--- src/hw/rtl/mvfs_pkg.sv ---
`timescale 1ns / 1ps

package mvfs_pkg;

  localparam int MAX_BLOCKS_ACROSS_DEF = 512;
  localparam int MAX_BLOCKS_DOWN_DEF   = 512;

  localparam int MV_W       = 16;
  localparam int COST_IN_W  = 31;
  localparam int COST_OUT_W = 29;
  localparam int COORD_W    = 10;
  localparam int CFG_DATA_W = 10;

  typedef logic [1:0] cfg_index_t;

  localparam cfg_index_t REG_DIVIDE_MODE   = 2'd0;
  localparam cfg_index_t REG_BLOCKS_ACROSS = 2'd1;
  localparam cfg_index_t REG_BLOCKS_DOWN   = 2'd2;

  typedef struct packed {
    logic signed [MV_W-1:0] vx;
    logic signed [MV_W-1:0] vy;
  } vec_t;

  typedef vec_t [3:0] quad_t;

  typedef struct packed {
    logic signed [MV_W-1:0] in_vx;
    logic signed [MV_W-1:0] in_vy;
    logic [COST_IN_W-1:0]   in_cost;
  } in_word_t;

  typedef struct packed {
    logic [COORD_W-1:0]     sub_col;
    logic [COORD_W-1:0]     sub_row;
    logic signed [MV_W-1:0] out_vx;
    logic signed [MV_W-1:0] out_vy;
    logic [COST_OUT_W-1:0]  out_cost;
    logic                   frame_end;
  } out_word_t;

  // one finished block: up to eight sub-block words
  typedef struct packed {
    quad_t                 quad;
    logic [COST_OUT_W-1:0] mid_cost;
    vec_t                  cur;
    logic [COST_OUT_W-1:0] cur_cost;
    logic [COORD_W-1:0]    col_base;
    logic [COORD_W-1:0]    top_row_base;
    logic [COORD_W-1:0]    last_row_base;
    logic                  has_mid;
    logic                  has_last;
    logic                  frame_last;
  } blk_t;

endpackage

--- src/hw/rtl/mvfs_emit.sv ---
`timescale 1ns / 1ps

module mvfs_emit (
  input  logic                clk,
  input  logic                rst,
  input  logic                blk_valid,
  output logic                blk_ready,
  input  mvfs_pkg::blk_t      blk,
  output logic                out_valid,
  input  logic                out_ready,
  output mvfs_pkg::out_word_t out_data
);

  import mvfs_pkg::*;

  logic      hold_valid;
  blk_t      hold;
  logic [2:0] idx;
  logic [2:0] idx_final;
  logic      out_load;
  logic      emit_now;
  logic      done;
  logic      sel_cur;
  vec_t      sel_vec;
  out_word_t word;

  assign idx_final = {hold.has_last, 2'b11};
  assign out_load  = !out_valid || out_ready;
  assign emit_now  = hold_valid && out_load;
  assign done      = emit_now && (idx == idx_final);
  assign blk_ready = !hold_valid || done;

  // index bit 2 picks the current row, bit 1 the lower half, bit 0 the right half
  always_comb begin
    sel_cur = idx[2];
    sel_vec = sel_cur ? hold.cur : hold.quad[idx[1:0]];
    word.sub_col = {hold.col_base[COORD_W-1:1], idx[0]};
    word.sub_row = sel_cur ? {hold.last_row_base[COORD_W-1:1], idx[1]}
                           : {hold.top_row_base[COORD_W-1:1], idx[1]};
    word.out_vx    = sel_vec.vx;
    word.out_vy    = sel_vec.vy;
    word.out_cost  = sel_cur ? hold.cur_cost : hold.mid_cost;
    word.frame_end = sel_cur && (idx[1:0] == 2'b11) && hold.frame_last;
  end

  always_ff @(posedge clk) begin
    if (rst) begin
      hold_valid <= 1'b0;
      idx        <= '0;
    end else begin
      if (blk_valid && blk_ready) begin
        hold_valid <= 1'b1;
        idx        <= {!blk.has_mid, 2'b00};
      end else if (done) begin
        hold_valid <= 1'b0;
      end else if (emit_now) begin
        idx <= idx + 3'd1;
      end
    end
  end

  always_ff @(posedge clk) begin
    if (blk_valid && blk_ready) begin
      hold <= blk;
    end
  end

  always_ff @(posedge clk) begin
    if (rst) begin
      out_valid <= 1'b0;
    end else if (out_load) begin
      out_valid <= hold_valid;
    end
  end

  always_ff @(posedge clk) begin
    if (emit_now) begin
      out_data <= word;
    end
  end

endmodule

--- config.mk ---
export PLATFORM = sky130hd
export DESIGN_NAME = mvfs_emit
export DESIGN_NICKNAME = d
export VERILOG_FILES = /design/src/hw/rtl/mvfs_pkg.sv /design/src/hw/rtl/mvfs_emit.sv
export SDC_FILE = /design/constraint.sdc
export NUM_CORES = 1
export LEC_CHECK = 0
export ABC_CLOCK_PERIOD_IN_PS = 38000
export BUFFER_PORTS_ARGS = -buffer_cell sky130_fd_sc_hd__buf_2
export CORE_MARGIN = 1
export CORE_UTILIZATION = 55
export CTS_CLUSTER_SIZE = 10
export DETAILED_ROUTE_END_ITERATION = 8
export PLACE_DENSITY = 0.84
export SLEW_MARGIN = 20
export SYNTH_ARGS = -nofsm -noshare
export SYNTH_HDL_FRONTEND = slang
export SYNTH_SLANG_ARGS = --single-unit
--- constraint.sdc ---
create_clock -name clk -period 38 [get_ports clk]
set_input_delay 7.6 -clock clk [delete_from_list [all_inputs] [get_ports clk]]
set_output_delay 7.6 -clock clk [all_outputs]
set_load 0.01 [all_outputs]
==> results.json <==
{
  "status": "complete, no violations",
  "switchingPower_mw": 0.166,
  "avgViaCountPerCell": 5.23,
  "layout_commonest_cell": "buf_2",
  "crit_buf_inv": 2,
  "layout.nets": 1104,
  "drv_slew": 0,
  "clockPowerShare": 0.392,
  "rsz0062_at_grt": "no",
  "p_leak_nw": 5.56,
  "route.vias.total": 5993,
  "place.detailed.hpwl_um": 15200,
  "power_frac_comb": 0.071,
  "worstPathCellList": "buf_2 > nor2b_1 > o21ai_0 > buf_2",
  "yosys.area.top_type": "edfxtp_1",
  "ant_nets": 0,
  "crit_top_cell": "buf_2",
  "synth_seq_area_share": 0.844,
  "worst_pin_slew_ps": 1070,
  "finalSetupTns_ps": 0,
  "cp_top_family": "simple AND/OR/NAND/NOR gates",
  "root_buffer": "clkbuf_16",
  "rows": 53,
  "fmax_ghz": 0.0614,
  "ir_worst_vdd_mv": 0.0521,
  "grt.overflow.total": 0,
  "syn_area_sq_um": 11800,
  "port_buffers": 335,
  "cts_htree_levels": 2,
  "yosysWarnings": 0,
  "min_period_over_period": 0.429,
  "internal-power_mw": 0.653,
  "hold_ws_ps": 418,
  "power.share.switching": 0.202,
  "crit_path_max_fanout": 7,
  "final_cell_mix": "buf_2 (335), edfxtp_1 (329), mux2_2 (70)",
  "grt_max_degree": 93,
  "p_per_area_nw_per_um2": 55.0,
  "areaGrowthSynthToFinish_pct": 25.8,
  "synth_cell_type_count": 26,
  "syn_area_per_cell_sq_um": 24.6,
  "synth_top_area_frac": 0.835,
  "syn_nets": 738,
  "critPathKind": "in2out",
  "synthCells": 481,
  "post_cts_resized": 0,
  "drc": 0,
  "fp.dieH_um": 149,
  "drive_gt1_frac": 0.564,
  "wl_um": 23500,
  "crit_slowest_cell": "nor2b_1",
  "clk_pin_slew_ps": 50,
  "endpoint_kind": "primary output",
  "cp.required_ps": 30400,
  "dp_slack_ps": 21720,
  "cts_tree": "done",
  "period_needed_ps": 16290,
  "total_power_mw": 0.818,
  "cts_made_buffers": 39,
  "cts_setup_buffers": 0,
  "reg2reg_slack_ps": 34140,
  "r2r_end": "hold[193]",
  "grt_antenna_before_repair": 2,
  "seqPwrFrac": 0.538,
  "finalClockSkew_ps": 18.7,
  "insertion_delay_ps": 510,
  "worstPathArrival_ps": 8690,
  "finalSetupViolations": 0,
  "cap_violations": 0,
  "dieArea_sq_um": 22100,
  "ys_ff_latch": 334,
  "wl_per_cell_um": 20.5,
  "cts_buffer_depth": 3,
  "start_kind": "primary input",
  "drt_iter0_markers": 305,
  "grt_pass1_vias": 6287,
  "holdBufCountCts": 0,
  "cp.depth": 4,
  "boundaryPins": 339,
  "hold_path_end": "out_data[80]",
  "ys_top_cells_by_area": "edfxtp_1 (84%), mux2_2 (6.7%), mux4_2 (5.5%), dfxtp_1 (0.85%), mux4_1 (0.67%)",
  "max_stage_delay_ps": 560,
  "die_w_um": 149,
  "worst_slack_ps": 21710,
  "start_util": 0.563,
  "relSlewSlack": 0.284,
  "synthArstFlopShare": 0,
  "hold_viol": 0,
  "hold_class": "reg2reg",
  "grt_first_pass_wirelength_um": 34500,
  "dr.pass1.iters": 4,
  "hold_start": "hold[31]",
  "synth_top_flop_cell": "edfxtp_1",
  "coreArea_sq_um": 21000,
  "synth-edff-count": 329,
  "worstRegToRegCells": 5,
  "clkSinkCount": 334,
  "r2r-start": "idx[1]",
  "hold_path_depth": 0,
  "routabilityCongestion": 0.767,
  "grt_use_total": 0.213
}
-- power by group through the flow --
stage | sequential, mW | clock, mW | combinational (mW)
CTS | 0.440 | 0.328 | 0.0588
global placement | 0.446 | 0 | 0.0562
detailed placement | 0.447 | 0 | 0.0583
global route | 0.442 | 0.342 | 0.0624
floorplan | 0.454 | 0 | 0.0288
finish | 0.440 | 0.321 | 0.0578
-- through the flow --
stage,utilization,instance area (sq um),cells
2_1_floorplan,-,11800,481
3_3_place_gp,0.656,13800,1081
3_5_place_dp,0.656,13800,1081
4_1_cts,0.707,14900,1142
5_1_grt,0.708,14900,1144
6_report,0.708,14900,1145
-- metal layers --
metal	global-route usage	share of wire
met1	0.252	0.37
met2	0.369	0.53
met3	0.0635	0.083
met4	0.0804	0.026
met5	0	0
-- area by class of cell --
type | count | area (sq um)
sequential | 334 | 9990
fill | 1285 | 6140
multi-input combinational | 129 | 1730
timing repair buffer | 341 | 1730
clock buffer | 57 | 1050
tap | 275 | 344
clock inverter | 4 | 30.0
inverter | 2 | 7.51
antenna | 3 | 7.51
-- cells by family after synthesis --
group,after synthesis,synth area share
multiplexers,103,0.129
adder cells (fa/ha/maj),2,0.00212
AO/OA/AOI/OAI,8,0.00561
XOR/XNOR,3,0.00222
flip-flops,334,0.844
AND/OR/NAND/NOR,13,0.00518
buffers and inverters,18,0.0115
-- cells in the mapped netlist (2+ instances only) --
cell / instances
edfxtp_1: 329
mux2_2: 70
mux4_2: 29
buf_2: 10
dfxtp_1: 5
nand2_1: 4
buf_12: 3
mux4_1: 3
nor2_1: 3
a21oi_1: 2
clkbuf_1: 2
ha_1: 2
inv_1: 2
nand2b_1: 2
nor3_1: 2
o21ai_0: 2
xnor2_1: 2
-- registers in the layout, summed over array words and instances (netlist names) --
signal	flops
idx	3
out_data	82
hold_valid	1
out_valid	1
hold	247
-- worst max-delay path by stage --
stage                     startpoint  slack, ps        end
after floorplan            out_ready      19130     idx[2]
after global placement     out_ready      21750  blk_ready
after detailed placement   out_ready      21720  blk_ready
after CTS                  out_ready      21720  blk_ready
after global routing       out_ready      21630  blk_ready
final                      out_ready      21710  blk_ready
Power figures use the tool's default switching activity.
